<file path="src/rtl/dbra_pkg.sv">
package dbra_pkg;

  localparam int SAMPLE_W = 16;
  localparam int BIN_W    = 10;
  localparam int STOP_W   = 11;
  localparam int ACC_W    = 48;
  localparam int PROD_W   = 32;
  localparam int MAG_W    = 47;
  localparam int PH_W     = 16;
  localparam int BIN_LIMIT = 1024;
  localparam int CORDIC_STEPS = 24;

  // Register indexes on the APB port (word address bit 2)
  localparam logic REG_BIN_START = 1'b0;
  localparam logic REG_BIN_STOP  = 1'b1;

  typedef struct packed {
    logic wr_en;
    logic issue;
    logic clear;
    logic post_start;
  } cmd_t;

  typedef struct packed {
    logic mac_busy;
    logic post_done;
  } status_t;

  // arctan(2^-i) in units of pi/2^31
  function automatic logic [29:0] atan_step(input logic [4:0] i);
    logic [29:0] v;
    case (i)
      5'd0:  v = 30'd536870912;
      5'd1:  v = 30'd316933406;
      5'd2:  v = 30'd167458907;
      5'd3:  v = 30'd85004758;
      5'd4:  v = 30'd42667333;
      5'd5:  v = 30'd21354465;
      5'd6:  v = 30'd10679838;
      5'd7:  v = 30'd5340245;
      5'd8:  v = 30'd2670163;
      5'd9:  v = 30'd1335087;
      5'd10: v = 30'd667544;
      5'd11: v = 30'd333772;
      5'd12: v = 30'd166886;
      5'd13: v = 30'd83443;
      5'd14: v = 30'd41722;
      5'd15: v = 30'd20861;
      5'd16: v = 30'd10430;
      5'd17: v = 30'd5215;
      5'd18: v = 30'd2608;
      5'd19: v = 30'd1304;
      5'd20: v = 30'd652;
      5'd21: v = 30'd326;
      5'd22: v = 30'd163;
      5'd23: v = 30'd81;
      default: v = 30'd0;
    endcase
    return v;
  endfunction

endpackage

</file>
<file path="src/rtl/dbra_ctrl.sv">
module dbra_ctrl #(
  parameter int POINTS   = 1024,
  parameter int MAX_BINS = 64,
  parameter int PW       = $clog2(POINTS)
) (
  input  logic                        clk_i,
  input  logic                        rst_ni,
  input  logic                        sample_valid_i,
  output logic                        sample_ready_o,
  input  logic [dbra_pkg::BIN_W-1:0]  bin_start_i,
  input  logic [dbra_pkg::STOP_W-1:0] stop_eff_i,
  input  dbra_pkg::status_t           status_i,
  output dbra_pkg::cmd_t              cmd_o,
  output logic [PW-1:0]               wr_addr_o,
  output logic [PW-1:0]               rd_addr_o,
  output logic [PW-1:0]               tw_addr_o,
  input  logic                        result_ready_i,
  output logic                        result_valid_o,
  output logic [dbra_pkg::BIN_W-1:0]  bin_index_o,
  output logic                        last_bin_o
);

  localparam int KW  = (PW > dbra_pkg::BIN_W) ? PW : dbra_pkg::BIN_W;
  localparam int NBW = $clog2(MAX_BINS + 1);
  localparam logic [KW:0]   POINTS_K = (KW + 1)'(POINTS);
  localparam logic [PW:0]   POINTS_M = (PW + 1)'(POINTS);
  localparam logic [PW-1:0] LAST_IDX = PW'(POINTS - 1);
  localparam logic [NBW-1:0] LAST_NB = NBW'(MAX_BINS - 1);

  localparam logic [2:0] S_COLLECT = 3'd0;
  localparam logic [2:0] S_MOD     = 3'd1;
  localparam logic [2:0] S_MAC     = 3'd2;
  localparam logic [2:0] S_DRAIN   = 3'd3;
  localparam logic [2:0] S_POST    = 3'd4;
  localparam logic [2:0] S_OUT     = 3'd5;

  logic [2:0]                 state_q, state_d;
  logic [PW-1:0]              cnt_q, i_q, m_q;
  logic [KW-1:0]              kmod_q;
  logic [dbra_pkg::BIN_W-1:0] k_q;
  logic [NBW-1:0]             nb_q;

  logic                       in_acc, frame_end, range_ok, is_last;
  logic [PW:0]                msum;
  logic [KW:0]                kinc;
  logic [dbra_pkg::STOP_W-1:0] knext;

  assign sample_ready_o = (state_q == S_COLLECT);
  assign in_acc    = sample_valid_i && sample_ready_o;
  assign frame_end = in_acc && (cnt_q == LAST_IDX);
  assign range_ok  = {1'b0, bin_start_i} < stop_eff_i;
  assign msum      = {1'b0, m_q} + {1'b0, kmod_q[PW-1:0]};
  assign kinc      = {1'b0, kmod_q} + (KW + 1)'(1);
  assign knext     = {1'b0, k_q} + dbra_pkg::STOP_W'(1);
  assign is_last   = (knext >= stop_eff_i) || (nb_q == LAST_NB);

  always_comb begin
    state_d = state_q;
    case (state_q)
      S_COLLECT: if (frame_end && range_ok) state_d = S_MOD;
      S_MOD:     if ({1'b0, kmod_q} < POINTS_K) state_d = S_MAC;
      S_MAC:     if (i_q == LAST_IDX) state_d = S_DRAIN;
      S_DRAIN:   if (!status_i.mac_busy) state_d = S_POST;
      S_POST:    if (status_i.post_done) state_d = S_OUT;
      S_OUT: begin
        if (result_ready_i) state_d = is_last ? S_COLLECT : S_MAC;
      end
      default:   state_d = S_COLLECT;
    endcase
  end

  always_ff @(posedge clk_i or negedge rst_ni) begin
    if (!rst_ni) begin
      state_q <= S_COLLECT;
      cnt_q   <= '0;
      i_q     <= '0;
      m_q     <= '0;
      kmod_q  <= '0;
      k_q     <= '0;
      nb_q    <= '0;
    end else begin
      state_q <= state_d;
      case (state_q)
        S_COLLECT: begin
          if (in_acc) cnt_q <= frame_end ? '0 : cnt_q + PW'(1);
          if (frame_end) begin
            k_q    <= bin_start_i;
            kmod_q <= KW'(bin_start_i);
            nb_q   <= '0;
            i_q    <= '0;
            m_q    <= '0;
          end
        end
        S_MOD: begin
          // reduce the first bin modulo the frame length
          if ({1'b0, kmod_q} >= POINTS_K) kmod_q <= KW'({1'b0, kmod_q} - POINTS_K);
        end
        S_MAC: begin
          i_q <= i_q + PW'(1);
          m_q <= (msum >= POINTS_M) ? PW'(msum - POINTS_M) : msum[PW-1:0];
        end
        S_OUT: begin
          if (result_ready_i && !is_last) begin
            k_q    <= k_q + dbra_pkg::BIN_W'(1);
            kmod_q <= (kinc == POINTS_K) ? '0 : kinc[KW-1:0];
            nb_q   <= nb_q + NBW'(1);
            i_q    <= '0;
            m_q    <= '0;
          end
        end
        default: ;
      endcase
    end
  end

  always_comb begin
    cmd_o.wr_en      = in_acc;
    cmd_o.issue      = (state_q == S_MAC);
    cmd_o.clear      = ((state_q == S_MOD) && (state_d == S_MAC)) ||
                       ((state_q == S_OUT) && (state_d == S_MAC));
    cmd_o.post_start = (state_q == S_DRAIN) && (state_d == S_POST);
  end

  assign wr_addr_o      = cnt_q;
  assign rd_addr_o      = i_q;
  assign tw_addr_o      = m_q;
  assign result_valid_o = (state_q == S_OUT);
  assign bin_index_o    = k_q;
  assign last_bin_o     = is_last;

endmodule

</file>
<file path="config.mk">
export PLATFORM = sky130hd
export DESIGN_NAME = dbra_ctrl
export DESIGN_NICKNAME = d
export VERILOG_FILES = /design/src/rtl/dbra_pkg.sv /design/src/rtl/dbra_ctrl.sv
export SDC_FILE = /design/constraint.sdc
export NUM_CORES = 1
export LEC_CHECK = 0
export ABC_CLOCK_PERIOD_IN_PS = 9500
export BUFFER_PORTS_ARGS = -buffer_cell sky130_fd_sc_hd__buf_2
export CELL_PAD_IN_SITES_DETAIL_PLACEMENT = 0
export CELL_PAD_IN_SITES_GLOBAL_PLACEMENT = 1
export CORE_MARGIN = 2
export CORE_UTILIZATION = 48
export CTS_BUF_LIST = sky130_fd_sc_hd__clkbuf_4
export DETAILED_ROUTE_END_ITERATION = 12
export GPL_ROUTABILITY_DRIVEN = 0
export PLACE_DENSITY = 0.95
export SYNTH_ARGS = -nofsm -noshare
export SYNTH_HDL_FRONTEND = slang
export SYNTH_SLANG_ARGS = --single-unit
export TNS_END_PERCENT = 10
</file>
<file path="constraint.sdc">
create_clock -name clk_i -period 9.5 [get_ports clk_i]
set_clock_uncertainty 0.05 [all_clocks]
set_input_delay 1.9 -clock clk_i [delete_from_list [all_inputs] [get_ports clk_i]]
set_output_delay 1.9 -clock clk_i [all_outputs]
set_load 0.02 [all_outputs]
</file>
Word-level counts from Yosys, hierarchy flattened --
Index checks and enable logic that the tools add are counted.
Storage, ports and cells: register bits after elaboration 60, input port bits 27
Operators by class: $lt $le $gt $ge 3, add/sub/neg operators 8, equal/unequal tests 13, reduce and logical (&&, ||, !) cells 16, muxes and demuxes 22
Operator list (count):
- $mux 10 | 8
- $pmux 10 s3 | 2
- $pmux 10 s2 | 2
- $add 10x1->10 const B | 3
- $add 10x1->11 const B | 2
- $eq 10x10->1 const B | 2
- $pmux 3 s6 | 1
- $mux 3 | 5
- $mux 7 | 2
- $pmux 7 s2 | 1
- $add 10x10->11 | 1
- $eq 11x11->1 const B | 1
- $ge 11x11->1 | 1
- $ge 11x11->1 const B | 1
- $lt 10x11->1 | 1
- $sub 10x1->10 const B | 1
- $eq 3x2->1 const B | 3
- $eq 3x3->1 const B | 3
- $add 7x1->7 const B | 1
- $eq 7x6->1 const B | 1
- $logic_and 1x1->1 | 7
- $reduce_and 3->1 | 2
- $ne 2x1->1 const B | 2
- $eq 3x1->1 const B | 1
- other kinds (7) | 8

Longest topological paths before layout --
depth in word-level cells 9, mapped depth 14, gate-level depth less buffers 12

Worst setup path before layout --
OpenSTA, ideal clock, no wires.
path kind input-to-output, from in stop_eff_i[9] (netlist name), to out cmd_o[1] (netlist name), required time 7.550 ns, cell stages on the path 9, data arrival time 3.882 ns, slack 3.668 ns, cell sequence inv_1 -> ha_1 -> a21oi_1 -> nand2_1 -> a2111o_1 -> a21o_1 -> clkbuf_1 -> clkbuf_1 -> a21oi_1
RTL lines:
- from (decl) | RTL line dbra_ctrl.sv:11 | input logic [dbra_pkg::STOP_W-1:0] stop_eff_i,
- to (decl) | RTL line dbra_ctrl.sv:13 | output dbra_pkg::cmd_t cmd_o,

==> summary.md <==
| Metric | Value |
|---|---|
| RSZ-0062 raised after global routing | `no` |
| Min-delay src | `wr_addr_o[8]` |
| FFs w/ async S/R, synth | `1.000` |
| Clock buffer depth | `2` |
| Port-buffer cells | `73` |
| Total negative setup slack | `0 ns` |
| Global-route wire length before repair | `16840 µm` |
| Worst vdd ir | `0.1219 mV` |
| Worst Reg2Reg Path Length in Cells | `13` |
| CP max stage cell | `a2111o_1` |
| Worst R2R Setup Slack | `5.69 ns` |
| Total CTS buffers | `9` |
| Dpl ws | `3.704 ns` |
| Inserted Diodes | `0` |
| Int Pwr | `505.8 µW` |
| Clk slew on worst S/H paths | `0.12 ns` |
| Initial Util | `0.4952` |
| Drt pass-1 iters | `5` |
| Part of the cycle the worst path needs | `0.6128` |
| Synthesized Nets | `502` |
| Hold crit path type | `flip-flop to flip-flop` |
| Unique masters post-synth | `57` |
| Metal-1 WL | `4511 µm` |
| Drc violations | `0` |
| Routed WL per cell | `16.45 µm` |
| Total Routing Usage GR | `0.2329` |
| DR iter-0 viols | `196` |
| Commonest cells post-synth | `dfrtp_1, nand2_1, ha_1` |
| Leak pwr | `2.493 nW` |
| Dominant cells by area after synthesis | `dfrtp_1, ha_1, nand3_1` |
| Delay-heaviest family, CP | `compound AO/OA/AOI/OAI gates` |
| Crit-path max cell delay | `0.45 ns` |
| CTS tree | `built` |
| Core Box Area | `8217 µm²` |
| PwrDens | `169.3 nW/µm²` |
| Worst path cell trace | `buf_2 > inv_1 > ha_1 > a21oi_1 > nand2_1 > a2111o_1 > a21o_1 > buf_4 > a21oi_1 > buf_2` |
| Critical Path End Type | `output port` |
| Critical Path RT | `7.55 ns` |
| Crit path DAT | `3.87 ns` |
| Die Width | `96.07 µm` |
| Mean Syn Cell Area | `9.248 µm²` |
| Final ANT Viol Nets | `0` |
| Most frequent cell after synthesis | `dfrtp_1` |
| Minimum clock period | `5.822 ns` |
| Sequential share of the synthesized area | `0.3690` |
| WHS Endpoint | `wr_addr_o[8]` |
| CP startpoint kind | `primary input` |
| Post-route setup slack | `3.678 ns` |
| Net Sw Power | `286.7 µW` |
| Clock network power share | `0.295` |
| Critical path buffers and inverters | `4` |
| Slew @ Worst Pin | `0.8282 ns` |
| R2R Path Start | `bin_index_o[0]` |
| Final Hold Fails | `0` |
| Sequential power share | `0.415` |
| HPWL after detailed placement | `7181 µm` |
| Cells after Synth | `440` |
| Root buf cell | `clkbuf_4` |
| Layout cell share with drive strength beyond 1 | `0.1907` |
| Metal3 WL | `647 µm` |
| I/O Pins | `74` |
| Share of the synthesized area in the top cell type | `0.3690` |
| RR Endpoint | `tw_addr_o[2]` |
| Row cnt | `33` |
| Grt ovf | `0` |
| Vias per cell | `6.107` |
| Total Wirelength | `10180 µm` |
| Slew Limit Fails | `0` |
| Top sig layer | `met4` |
| Die Area | `9229 µm²` |
| Met2 routed WL | `4925 µm` |
| Syn Std Cell Area | `4069 µm²` |
| Die Ht | `96.07 µm` |
| Antenna violations before repair | `0` |
| Post-CTS Hold Buffers | `0` |
| Vias | `3780` |
| Pin count of the biggest net entering global routing | `61` |
| Area growth syn-to-layout | `15.07%` |
| Combinational share of power | `0.291` |
| Clk_lat worst skew | `0.42 ns` |
| Vias in the first global route | `3571` |
| H-Tree Depth | `3` |
| FF+latch count, synth | `60` |
| WHS Path Cells | `1` |
| Fmax | `171.8 MHz` |
| NumNets Final | `571` |
| Post-CTS setup buffers | `0` |
| Number of synthesized flops with an enable pin | `0` |
| Post-cts sizing count | `0` |
| Synth Warn # | `0` |
| Crit path max fanout | `52` |
| Sw frac | `0.3618` |
| Max cap viols | `0` |
| Post-synth top area cell | `dfrtp_1` |
| Run status | `finished clean` |
| Sink Count | `60` |
| Post-synth top flop | `dfrtp_1` |
| WS Path Type | `primary input to output port` |
| # setup viols final | `0` |
| Max_slew headroom | `0.4479` |
power by group through the flow:
stage	Combinational, mW	Clock, mW	Sequential (mW)
3_5_place_dp	0.233	0	0.334
2_1_floorplan	0.127	0	0.362
3_3_place_gp	0.227	0	0.332
4_1_cts	0.233	0.236	0.329
6_report	0.230	0.233	0.329
5_1_grt	0.258	0.249	0.336
kinds of logic after synthesis:
family / after synthesis / share of synthesized area
AOI/OAI and AO/OA: 130 / 0.2260
muxes: 9 / 0.02214
xor gates and xnor gates: 21 / 0.04520
buffers and inverters: 38 / 0.04212
DFF: 60 / 0.3690
and+or+nand+nor: 147 / 0.1860
adders and majority gates: 35 / 0.1095
cell type report:
type	count	area, µm²
clock buffers	9	67.56
clock inverters	7	115.1
fillers	758	3535
inverters	18	67.56
multi-input cells	342	2396
flip-flops and latches	60	1501
well taps	105	131.4
repair buffers	78	402.9
cells in the final DEF, fill, tap and decap left out, drive strengths merged, types with 7 or more instances in the layout:
cell type,Yosys,layout
buf,9,78
dfrtp,60,60
nand2,37,37
ha,34,34
nand3,29,29
a21oi,27,27
nor2,22,22
inv,18,18
o21ai,18,18
and3,16,16
or3,13,13
o31ai,12,12
a22o,12,12
xnor2,11,11
xor2,10,10
a21o,10,10
a31oi,9,9
mux2i,9,9
clkbuf,11,9
nor3,7,7
metal layers:
metal,vias up,global-route usage
met5,-,0
met4,0,0.03929
met3,13,0.05717
met2,133,0.3999
met1,1835,0.3012
li1,1799,-
flip-flops by register name (all words and copies together) (netlist names):
signal	flops
bin_index_o	10
kmod_q	10
nb_q	7
rd_addr_o	10
state_q	3
tw_addr_o	10
wr_addr_o	10
how the worst max path moves through the flow:
stage                           to          start  cells after the start
after CTS                 cmd_o[1]  stop_eff_i[9]                     10
after global placement    cmd_o[1]  stop_eff_i[9]                     10
after global routing      cmd_o[1]  stop_eff_i[9]                     10
after detailed placement  cmd_o[1]  stop_eff_i[9]                     10
final                     cmd_o[1]  stop_eff_i[9]                     10
after floorplan           cmd_o[1]  stop_eff_i[9]                      9
metrics by stage:
step                      total power [mW]  instances  hold WS [ns]  utilization  area, µm²
after floorplan                     0.4886        440        0.4396            -       4069
after global placement              0.5584        603        0.4255       0.5476       4499
after global routing                0.8438        619        0.4702       0.5698       4682
final                               0.7925        619        0.4405       0.5698       4682
after detailed placement            0.5663        603        0.4285       0.5476       4499
after CTS                           0.7978        619        0.4474       0.5698       4682
Power figures use the tool's default switching activity.
