`config.mk`:
```
export PLATFORM = sky130hd
export DESIGN_NAME = dbra_post
export DESIGN_NICKNAME = d
export VERILOG_FILES = /design/src/rtl/dbra_pkg.sv /design/src/rtl/dbra_post.sv
export SDC_FILE = /design/constraint.sdc
export NUM_CORES = 2
export LEC_CHECK = 0
export ABC_AREA = 1
export BUFFER_PORTS_ARGS = -buffer_cell sky130_fd_sc_hd__buf_2
export CAP_MARGIN = 20
export CORE_ASPECT_RATIO = 1.4
export CORE_UTILIZATION = 34
export DETAILED_ROUTE_END_ITERATION = 6
export PLACE_DENSITY_LB_ADDON = 0.08
export SKIP_LAST_GASP = 1
export SYNTH_ARGS = -nofsm -noshare
export SYNTH_HDL_FRONTEND = slang
export SYNTH_SLANG_ARGS = --single-unit
```
`constraint.sdc`:
```
create_clock -name clk_i -period 12.2 [get_ports clk_i]
set_input_delay 2.44 -clock clk_i [delete_from_list [all_inputs] [get_ports clk_i]]
set_output_delay 2.44 -clock clk_i [all_outputs]
set_load 0.005 [all_outputs]
```
`src/rtl/dbra_pkg.sv`:
```
package dbra_pkg;

  localparam int SAMPLE_W = 16;
  localparam int BIN_W    = 10;
  localparam int STOP_W   = 11;
  localparam int ACC_W    = 48;
  localparam int PROD_W   = 32;
  localparam int MAG_W    = 47;
  localparam int PH_W     = 16;
  localparam int BIN_LIMIT = 1024;
  localparam int CORDIC_STEPS = 24;

  // Register indexes on the APB port (word address bit 2)
  localparam logic REG_BIN_START = 1'b0;
  localparam logic REG_BIN_STOP  = 1'b1;

  typedef struct packed {
    logic wr_en;
    logic issue;
    logic clear;
    logic post_start;
  } cmd_t;

  typedef struct packed {
    logic mac_busy;
    logic post_done;
  } status_t;

  // arctan(2^-i) in units of pi/2^31
  function automatic logic [29:0] atan_step(input logic [4:0] i);
    logic [29:0] v;
    case (i)
      5'd0:  v = 30'd536870912;
      5'd1:  v = 30'd316933406;
      5'd2:  v = 30'd167458907;
      5'd3:  v = 30'd85004758;
      5'd4:  v = 30'd42667333;
      5'd5:  v = 30'd21354465;
      5'd6:  v = 30'd10679838;
      5'd7:  v = 30'd5340245;
      5'd8:  v = 30'd2670163;
      5'd9:  v = 30'd1335087;
      5'd10: v = 30'd667544;
      5'd11: v = 30'd333772;
      5'd12: v = 30'd166886;
      5'd13: v = 30'd83443;
      5'd14: v = 30'd41722;
      5'd15: v = 30'd20861;
      5'd16: v = 30'd10430;
      5'd17: v = 30'd5215;
      5'd18: v = 30'd2608;
      5'd19: v = 30'd1304;
      5'd20: v = 30'd652;
      5'd21: v = 30'd326;
      5'd22: v = 30'd163;
      5'd23: v = 30'd81;
      default: v = 30'd0;
    endcase
    return v;
  endfunction

endpackage

```
`src/rtl/dbra_post.sv`:
```
module dbra_post (
  input  logic                                 clk_i,
  input  logic                                 rst_ni,
  input  logic                                 start_i,
  input  logic signed [dbra_pkg::ACC_W-1:0]    real_i,
  input  logic signed [dbra_pkg::ACC_W-1:0]    imag_i,
  output logic                                 done_o,
  output logic [dbra_pkg::MAG_W-1:0]           magnitude_o,
  output logic signed [dbra_pkg::PH_W-1:0]     phase_o
);

  localparam int AW = dbra_pkg::ACC_W;
  localparam int NW = 2 * AW;
  localparam int XW = AW + 4;
  localparam int ZW = 34;
  localparam int RW = AW + 2;

  localparam logic [2:0] P_IDLE = 3'd0;
  localparam logic [2:0] P_SQR  = 3'd1;
  localparam logic [2:0] P_SQI  = 3'd2;
  localparam logic [2:0] P_ROOT = 3'd3;
  localparam logic [2:0] P_CORD = 3'd4;
  localparam logic [2:0] P_FIN  = 3'd5;

  logic [2:0]    ph_q;
  logic [5:0]    cnt_q;
  logic [NW-1:0] n_q, mcand_q;
  logic [AW-1:0] mplr_q, ai_q, ar, ai;
  logic [RW-1:0] rem_q;
  logic [AW-1:0] root_q;
  logic signed [XW-1:0] x_q, y_q, dx, dy;
  logic signed [ZW-1:0] z_q, zr, at;
  logic          zero_q;
  logic [RW+1:0] rem_sh, trial;

  assign ar = real_i[AW-1] ? AW'(-real_i) : real_i;
  assign ai = imag_i[AW-1] ? AW'(-imag_i) : imag_i;

  assign rem_sh = {rem_q, n_q[NW-1:NW-2]};
  assign trial  = {2'b00, root_q, 2'b01};
  assign dx     = y_q >>> cnt_q[4:0];
  assign dy     = x_q >>> cnt_q[4:0];
  assign at     = ZW'(dbra_pkg::atan_step(cnt_q[4:0]));
  assign zr     = (z_q + ZW'(32768)) >>> 16;

  always_ff @(posedge clk_i or negedge rst_ni) begin
    if (!rst_ni) begin
      ph_q  <= P_IDLE;
      cnt_q <= '0;
    end else begin
      case (ph_q)
        P_IDLE: if (start_i) begin
          ph_q  <= P_SQR;
          cnt_q <= '0;
        end
        P_SQR, P_SQI, P_ROOT: begin
          cnt_q <= (cnt_q == 6'(AW - 1)) ? '0 : cnt_q + 6'd1;
          if (cnt_q == 6'(AW - 1)) ph_q <= ph_q + 3'd1;
        end
        P_CORD: begin
          cnt_q <= cnt_q + 6'd1;
          if (cnt_q == 6'(dbra_pkg::CORDIC_STEPS - 1)) ph_q <= P_FIN;
        end
        P_FIN:   ph_q <= P_IDLE;
        default: ph_q <= P_IDLE;
      endcase
    end
  end

  always_ff @(posedge clk_i) begin
    case (ph_q)
      P_IDLE: if (start_i) begin
        n_q     <= '0;
        mcand_q <= NW'(ar);
        mplr_q  <= ar;
        ai_q    <= ai;
        rem_q   <= '0;
        root_q  <= '0;
        zero_q  <= (real_i == '0) && (imag_i == '0);
        // turn the vector by pi when it points left
        if (real_i[AW-1]) begin
          x_q <= -XW'(real_i);
          y_q <= -XW'(imag_i);
          z_q <= imag_i[AW-1] ? -(ZW'(1) <<< 31) : (ZW'(1) <<< 31);
        end else begin
          x_q <= XW'(real_i);
          y_q <= XW'(imag_i);
          z_q <= '0;
        end
      end
      P_SQR, P_SQI: begin
        if (mplr_q[0]) n_q <= n_q + mcand_q;
        if ((ph_q == P_SQR) && (cnt_q == 6'(AW - 1))) begin
          mcand_q <= NW'(ai_q);
          mplr_q  <= ai_q;
        end else begin
          mcand_q <= mcand_q << 1;
          mplr_q  <= mplr_q >> 1;
        end
      end
      P_ROOT: begin
        n_q <= n_q << 2;
        if (rem_sh >= trial) begin
          rem_q  <= RW'(rem_sh - trial);
          root_q <= {root_q[AW-2:0], 1'b1};
        end else begin
          rem_q  <= rem_sh[RW-1:0];
          root_q <= {root_q[AW-2:0], 1'b0};
        end
      end
      P_CORD: begin
        if (!y_q[XW-1]) begin
          x_q <= x_q + dx;
          y_q <= y_q - dy;
          z_q <= z_q + at;
        end else begin
          x_q <= x_q - dx;
          y_q <= y_q + dy;
          z_q <= z_q - at;
        end
      end
      default: ;
    endcase
  end

  assign done_o      = (ph_q == P_FIN);
  // clamp a root beyond the output range to all ones
  assign magnitude_o = root_q[AW-1] ? '1 : root_q[dbra_pkg::MAG_W-1:0];
  assign phase_o     = zero_q ? '0 : zr[dbra_pkg::PH_W-1:0];

endmodule

```
# After elaboration in Yosys (flattened, before gate mapping)
# Memories as Yosys holds them, arrays and structs flattened.
# Cells that the tools add are included.
# W data, S select, Z words.
[classes] add_sub_neg=15 shift=2 muxes=39 magnitude_cmp=1 eq_ne=11 n_reduce_logical=19
[ops] operator="$mux W96" n=4
[ops] operator="$mux W52" n=6
[ops] operator="$pmux W96 S3" n=1
[ops] operator="$pmux W52 S2" n=2
[ops] operator="$mux W48" n=4
[ops] operator="$pmux W48 S2" n=2
[ops] operator="$pmux W96 S2" n=1
[ops] operator="$mux W34" n=4
[ops] operator="$add A52 B52 Y52" n=2
[ops] operator="$neg A48 Y52" n=2
[ops] operator="$sshr A52 B5 Y52" n=2
[ops] operator="$sub A52 B52 Y52" n=2
[ops] operator="$mux W50" n=2
[ops] operator="$pmux W50 S2" n=1
[ops] operator="$add A96 B96 Y96" n=1
[ops] operator="$logic_not A48 Y1" n=2
[ops] operator="$neg A48 Y48" n=2
[ops] operator="$mux W47" n=2
[ops] operator="$pmux W34 S2" n=1
[ops] operator="$ge A52 B50 Y1" n=1
[ops] operator="$sub A50 B50 Y50" n=1
[ops] operator="$add A34 B31 Y34" n=1
[ops] operator="$sub A34 B31 Y34" n=1
[ops] operator="$add A32 B17 Y32 const B" n=1
[ops] operator="other kinds (22)" n=39
[word_totals] mem_count=1 word_cells=101 ff_bits=534 rom_bits=960 in_bits=99 output_inout_bits=64
[mem_list] memory="(name not given)" words=32 word_bits=30 rd=1 rd_ports_with_merged_regs=0 write_ports=0 line_no="dbra_pkg.sv:32" source="case (i)"

# Longest topological paths before layout
[logic_depth] ltp_word=4 ltp_mapped=37

# Worst setup path after synthesis
# No wires, ideal clock.
[synth_path] path_type="register -> register" start="register ph_q[1]" end="register mcand_q[0], enable pin" synth_period_minus_slack_ns=12.107 path_slack_ns=0.093 required_time_ns=11.353 arrival_ns=11.260 path_buffers=2 path_stages_with_launch=7 setup_ns=0.847 path_cell_list="dfrtp_1 inv_1 ha_1 o21ai_0 clkbuf_1 clkbuf_1 o21ai_0"
[synth_via] elab_chain_len=4 word_cells_on_any_way=7
[synth_rtl] item="start: declaration" line_no="dbra_post.sv:25" source="logic [2:0] ph_q;"
[synth_rtl] item="start signal: assignment" line_no="dbra_post.sv:58" source="if (cnt_q == 6'(AW - 1)) ph_q <= ph_q + 3'd1;"
[synth_rtl] item="$eq A3 B1 Y1 or $eq A3 B2 Y1 (tied branches)" line_no="dbra_post.sv:71" source="case (ph_q)"
[synth_rtl] item="$reduce_or A2 Y1" line_no="dbra_post.sv:71"
[synth_rtl] item="$reduce_bool A2 Y1 (no line)"
[synth_rtl] item="$reduce_and A2 Y1 (no line) (*)"
[synth_rtl] item="end signal: assignment" line_no="dbra_post.sv:74" source="mcand_q <= NW'(ar);"
[synth_rtl] item="end signal: assignment" line_no="dbra_post.sv:94" source="mcand_q <= NW'(ai_q);"
[synth_rtl] item="end signal: assignment" line_no="dbra_post.sv:97" source="mcand_q <= mcand_q << 1;"
[synth_rtl] item="end: declaration" line_no="dbra_post.sv:27" source="logic [NW-1:0] n_q, mcand_q;"
# Mark *: on every way between the ends. The rest lies on a longest branch, timed or not.
# A chain may end at the register's enable or synchronous reset.

# Worst setup path after layout
[layout_path] start="register cnt_q[1]" end="register y_q[47], data pin"
[layout_via] elab_chain_len=4 word_cells_on_any_way=5
[layout_rtl] item="start: declaration" line_no="dbra_post.sv:26" source="logic [5:0] cnt_q;"
[layout_rtl] item="start signal: assignment" line_no="dbra_post.sv:57" source="cnt_q <= (cnt_q == 6'(AW - 1)) ? '0 : cnt_q + 6'd1;"
[layout_rtl] item="start signal: assignment" line_no="dbra_post.sv:61" source="cnt_q <= cnt_q + 6'd1;"
[layout_rtl] item="$sshr A52 B5 Y52 (*)" line_no="dbra_post.sv:42" source="assign dy = x_q >>> cnt_q[4:0];"
[layout_rtl] item="$sub A52 B52 Y52 or $add A52 B52 Y52 (tied branches)" line_no="dbra_post.sv:114, dbra_post.sv:118"
[layout_rtl] item="$mux W52 (*)" line_no="dbra_post.sv:112" source="if (!y_q[XW-1]) begin"
[layout_rtl] item="$pmux W52 S2 (*)" line_no="dbra_post.sv:71"
[layout_rtl] item="end signal: assignment" line_no="dbra_post.sv:83" source="y_q <= -XW'(imag_i);"
[layout_rtl] item="end signal: assignment" line_no="dbra_post.sv:114" source="y_q <= y_q - dy;"
[layout_rtl] item="end signal: assignment" line_no="dbra_post.sv:118" source="y_q <= y_q + dy;"
[layout_rtl] item="end: declaration" line_no="dbra_post.sv:31" source="logic signed [XW-1:0] x_q, y_q, dx, dy;"
# Marks and branches as above.

==> impl_metrics.xml <==
<?xml version="1.0" encoding="UTF-8"?>
<metrics>
  <group name="layout">
    <metric name="fillers" unit="">17531</metric>
    <metric name="area_occupied_by_multi_input_gates" unit="µm²">33500</metric>
    <metric name="postLayoutCellArea" unit="µm²">58900</metric>
    <metric name="drive_gt1_share" unit="%">5.86</metric>
    <metric name="final_cell_mix" unit="">nand2_1 (2391), inv_1 (892), nor2_1 (877)</metric>
    <metric name="final-seq-area" unit="µm²">15900</metric>
    <metric name="finish.net_count" unit="">8697</metric>
    <metric name="area_overhead_vs_synth" unit="%">8.82</metric>
    <metric name="layout.cells.most_common" unit="">nand2_1</metric>
  </group>
  <group name="power_and_ir_drop">
    <metric name="net-switching-power" unit="µW">1100</metric>
    <metric name="swShare" unit="%">25.6</metric>
    <metric name="power_density" unit="nW/µm²">72.7</metric>
    <metric name="power.share.clock" unit="%">47.8</metric>
    <metric name="power_leakage" unit="µW">0.0280</metric>
    <metric name="power.combinational.fraction" unit="%">5.5</metric>
    <metric name="cell_internal_pwr" unit="µW">3190</metric>
    <metric name="power_frac_seq" unit="%">46.7</metric>
    <metric name="vdd_ir_drop_max" unit="mV">0.104</metric>
  </group>
  <group name="synth">
    <metric name="synth-edff-count" unit="">523</metric>
    <metric name="post_synth_inst_count" unit="">8288</metric>
    <metric name="synthesis.area" unit="µm²">54200</metric>
    <metric name="synth_top_area_share" unit="%">29.0</metric>
    <metric name="synth_async_sr_flop_share" unit="%">1.69</metric>
    <metric name="ys_seq_area_share" unit="%">29.4</metric>
    <metric name="post_synth_main_area_contributors" unit="">edfxtp_1 (29%), nand2_1 (17%), ha_1 (6.9%)</metric>
    <metric name="ys_ff_latch" unit="">532</metric>
    <metric name="synthDominantAreaCellType" unit="">edfxtp_1</metric>
    <metric name="netlist-cell-type-count" unit="">67</metric>
    <metric name="synth-warning-count" unit="">0</metric>
    <metric name="post_syn_area_per_cell" unit="µm²">6.53</metric>
    <metric name="syn-num-nets" unit="">8689</metric>
    <metric name="synth_top_flop_cell" unit="">edfxtp_1</metric>
  </group>
  <group name="critical_path">
    <metric name="cp_data_arrival_time" unit="ps">7450</metric>
    <metric name="setup.worst_path.end" unit="">y_q[47]</metric>
    <metric name="worst-r2r-setup-slack" unit="ps">5180</metric>
    <metric name="criticalPathCategory" unit="">flop to flop</metric>
    <metric name="critical_path.max_fanout" unit="">75</metric>
    <metric name="worst-path-buf-inv" unit="">8</metric>
    <metric name="cpLargestDelayFamily" unit="">simple AND/OR/NAND/NOR gates</metric>
    <metric name="endpoint_kind_of_the_worst_setup_timing_path" unit="">flop</metric>
    <metric name="required_worst_endpoint" unit="ps">12630</metric>
    <metric name="worstRegToRegCells" unit="">34</metric>
    <metric name="crit_top_cell" unit="">nand2_1</metric>
    <metric name="timing.critical_path.slowest_stage_cell" unit="">buf_4</metric>
    <metric name="timing.critical_path.depth" unit="">34</metric>
    <metric name="worst_r2r_startpoint" unit="">cnt_q[1]</metric>
    <metric name="critical_path.max_stage_delay" unit="ps">740</metric>
    <metric name="r2r-end" unit="">y_q[47]</metric>
    <metric name="worstSetupStartpoint" unit="">cnt_q[1]</metric>
    <metric name="cp-start-kind" unit="">flop</metric>
  </group>
  <group name="sta">
    <metric name="rsz0062_at_grt" unit="">no</metric>
    <metric name="min_period_over_period" unit="%">57.5</metric>
    <metric name="timing.clock.skew" unit="ps">62.2</metric>
    <metric name="maxSlewViolCount" unit="">0</metric>
    <metric name="finalCriticalPeriod" unit="ps">7020</metric>
    <metric name="achievable-frequency" unit="GHz">0.142</metric>
    <metric name="finalSetupViolations" unit="">0</metric>
    <metric name="relSlewSlack" unit="%">23.7</metric>
    <metric name="post-route-worst-setup-slack" unit="ps">5180</metric>
    <metric name="finalSetupTns" unit="ps">0</metric>
    <metric name="measured_slew_at_the_worst_slew_check_pin" unit="ps">1140</metric>
    <metric name="finalHoldViolations" unit="">0</metric>
  </group>
  <group name="routing">
    <metric name="drc" unit="">0</metric>
    <metric name="detail_route.wl_per_cell" unit="µm">23.6</metric>
    <metric name="post_drt_via_cell_ratio" unit="">5.36</metric>
    <metric name="routed_wirelength" unit="µm">247000</metric>
    <metric name="drt_iter0_markers" unit="">4147</metric>
    <metric name="first_pass_iters" unit="">7</metric>
    <metric name="detail-route-antenna-nets" unit="">0</metric>
    <metric name="num_vias" unit="">56074</metric>
  </group>
  <group name="floorplanning">
    <metric name="io-pin-count" unit="">163</metric>
    <metric name="design.core.area" unit="µm²">158000</metric>
    <metric name="fp.dieArea" unit="µm²">161000</metric>
    <metric name="floorplan.initialDensity" unit="%">34.4</metric>
    <metric name="floorplan_die_width" unit="µm">339</metric>
    <metric name="placement_rows" unit="">172</metric>
    <metric name="die_height" unit="µm">474</metric>
  </group>
  <group name="placement">
    <metric name="port_buffers" unit="">162</metric>
    <metric name="gp_congestion" unit="">1.01</metric>
    <metric name="placedInstanceArea" unit="µm²">56800</metric>
    <metric name="hpwl" unit="µm">202000</metric>
    <metric name="post-place-ws" unit="ps">5270</metric>
  </group>
  <group name="clocking">
    <metric name="cts-root-buf" unit="">clkbuf_16</metric>
    <metric name="cts_tree" unit="">done</metric>
    <metric name="cts_setup_buffers" unit="">0</metric>
    <metric name="cts_hold_buffers" unit="">0</metric>
    <metric name="htree_num_levels" unit="">3</metric>
    <metric name="clock_latency" unit="ps">730</metric>
    <metric name="max_buffers_root_to_sink" unit="">3</metric>
    <metric name="clock_buffer_count_from_cts" unit="">67</metric>
    <metric name="clock-sinks" unit="">532</metric>
    <metric name="post_cts.resized_instances" unit="">0</metric>
    <metric name="clock_transition_at_path_regs" unit="ps">60</metric>
  </group>
  <group name="global_routing">
    <metric name="grt_remaining_overflow" unit="">0</metric>
    <metric name="first_global_vias" unit="">55559</metric>
    <metric name="groute.usage.overall" unit="%">30.0</metric>
    <metric name="pin_count_of_the_biggest_net_entering_global_routing" unit="">145</metric>
    <metric name="number_of_antenna_violations_at_the_first_check_in_global_routing" unit="">25</metric>
    <metric name="grt_pass1_wl" unit="µm">358000</metric>
  </group>
  <group name="status">
    <metric name="outcome" unit="">completed</metric>
  </group>
  <group name="min_path">
    <metric name="timing.hold.worst.class" unit="">flop to flop</metric>
  </group>
  <group name="run">
    <metric name="max_cap_viol_count" unit="">0</metric>
  </group>
</metrics>
[flip-flops by register name (all words and copies together), names as in the netlist]
name and flops:
ai_q 48, z_q 32, rem_q 50, ph_q 3
mcand_q 96, mplr_q 48, zero_q 1, n_q 96
root_q 48, x_q 52, cnt_q 6, y_q 52
[cells by family (layout without fill, tap and decap cells)]
family,Yosys count,after routing,share of synthesized area [%]
flip-flops,532,532,29.4
other,0,18,0
XOR/XNOR,306,306,4.95
AO/OA/AOI/OAI,1605,1605,16.3
adder cells (fa/ha/maj),302,302,7.03
AND/OR/NAND/NOR,4340,4340,33.4
buffers and inverters,1203,1261,8.88
[area by class of cell]
| cell class | count | share of cell area [%] |
|---|---|---|
| Antenna cell | 18 | 0.0764 |
| Clock buffer | 87 | 3.04 |
| Clock inverter | 32 | 0.537 |
| Inverter | 932 | 5.97 |
| Multi-Input combinational cell | 6553 | 56.9 |
| Sequential cell | 532 | 27.1 |
| Tap cell | 2088 | 4.43 |
| Timing Repair Buffer | 210 | 2.03 |
[how the worst min path moves through the flow]
stage / slack (ps) / endpoint / from / depth (start not counted)
after floorplan: 510 / mcand_q[0] / ai_q[0] / 2
after global placement: 530 / mcand_q[0] / ai_q[0] / 2
after detailed placement: 540 / mcand_q[0] / ai_q[0] / 2
after CTS: 550 / mcand_q[0] / ai_q[0] / 2
after global routing: 570 / mcand_q[0] / ai_q[0] / 2
final: 560 / mcand_q[0] / ai_q[0] / 2
[worst register-to-register path, delay by kind of cell (launching register included)]
| kind | cells | cell delay (ps) |
|---|---|---|
| adder cells (fa/ha/maj) | 2 | 650 |
| AND/OR/NAND/NOR | 18 | 2530 |
| flip-flops | 1 | 620 |
| XOR/XNOR | 1 | 420 |
| AO/OA/AOI/OAI | 5 | 1030 |
| buffers and inverters | 8 | 1500 |
[metrics by stage]
stage / hold WS (ps) / power, µW / util [%] / std cells
2_1_floorplan: 510 / 2140 / - / 8288
5_1_grt: 567 / 4410 / 37.4 / 10436
3_5_place_dp: 541 / 2270 / 36.0 / 10314
4_1_cts: 553 / 4350 / 37.4 / 10433
3_3_place_gp: 534 / 2270 / 36.0 / 10313
6_report: 557 / 4280 / 37.4 / 10452
[per-layer routing]
layer	track usage [%]	vias up	routed length, µm
li1	-	27666	-
met1	32.8	26305	95200
met2	55.0	1574	124000
met3	3.33	513	10400
met4	18.3	16	16700
met5	0	-	101
[Yosys cell counts, drive strengths merged, types with 9 or more instances]
library cell,number
nand2,2439
inv,926
nor2,921
nand3,719
o21ai,661
a21oi,611
edfxtp,523
ha,298
xor2,187
clkbuf,137
buf,134
xnor2,119
a31oi,100
nor3,96
nand4,65
o211ai,45
o21a,44
nor4,41
a21o,39
o21bai,22
or2,21
a21boi,20
and3,16
o22ai,13
o31ai,11
a221oi,9
dfrtp,9
nand3b,9
[power by group through the flow]
stage / registers [µW] / logic, µW / clock network, µW
final: 2000 / 237 / 2050
after CTS: 2000 / 238 / 2110
after floorplan: 2040 / 103 / 0
after global placement: 2040 / 236 / 0
after detailed placement: 2040 / 236 / 0
after global routing: 2000 / 253 / 2150
(Power assumes the default switching activity.)
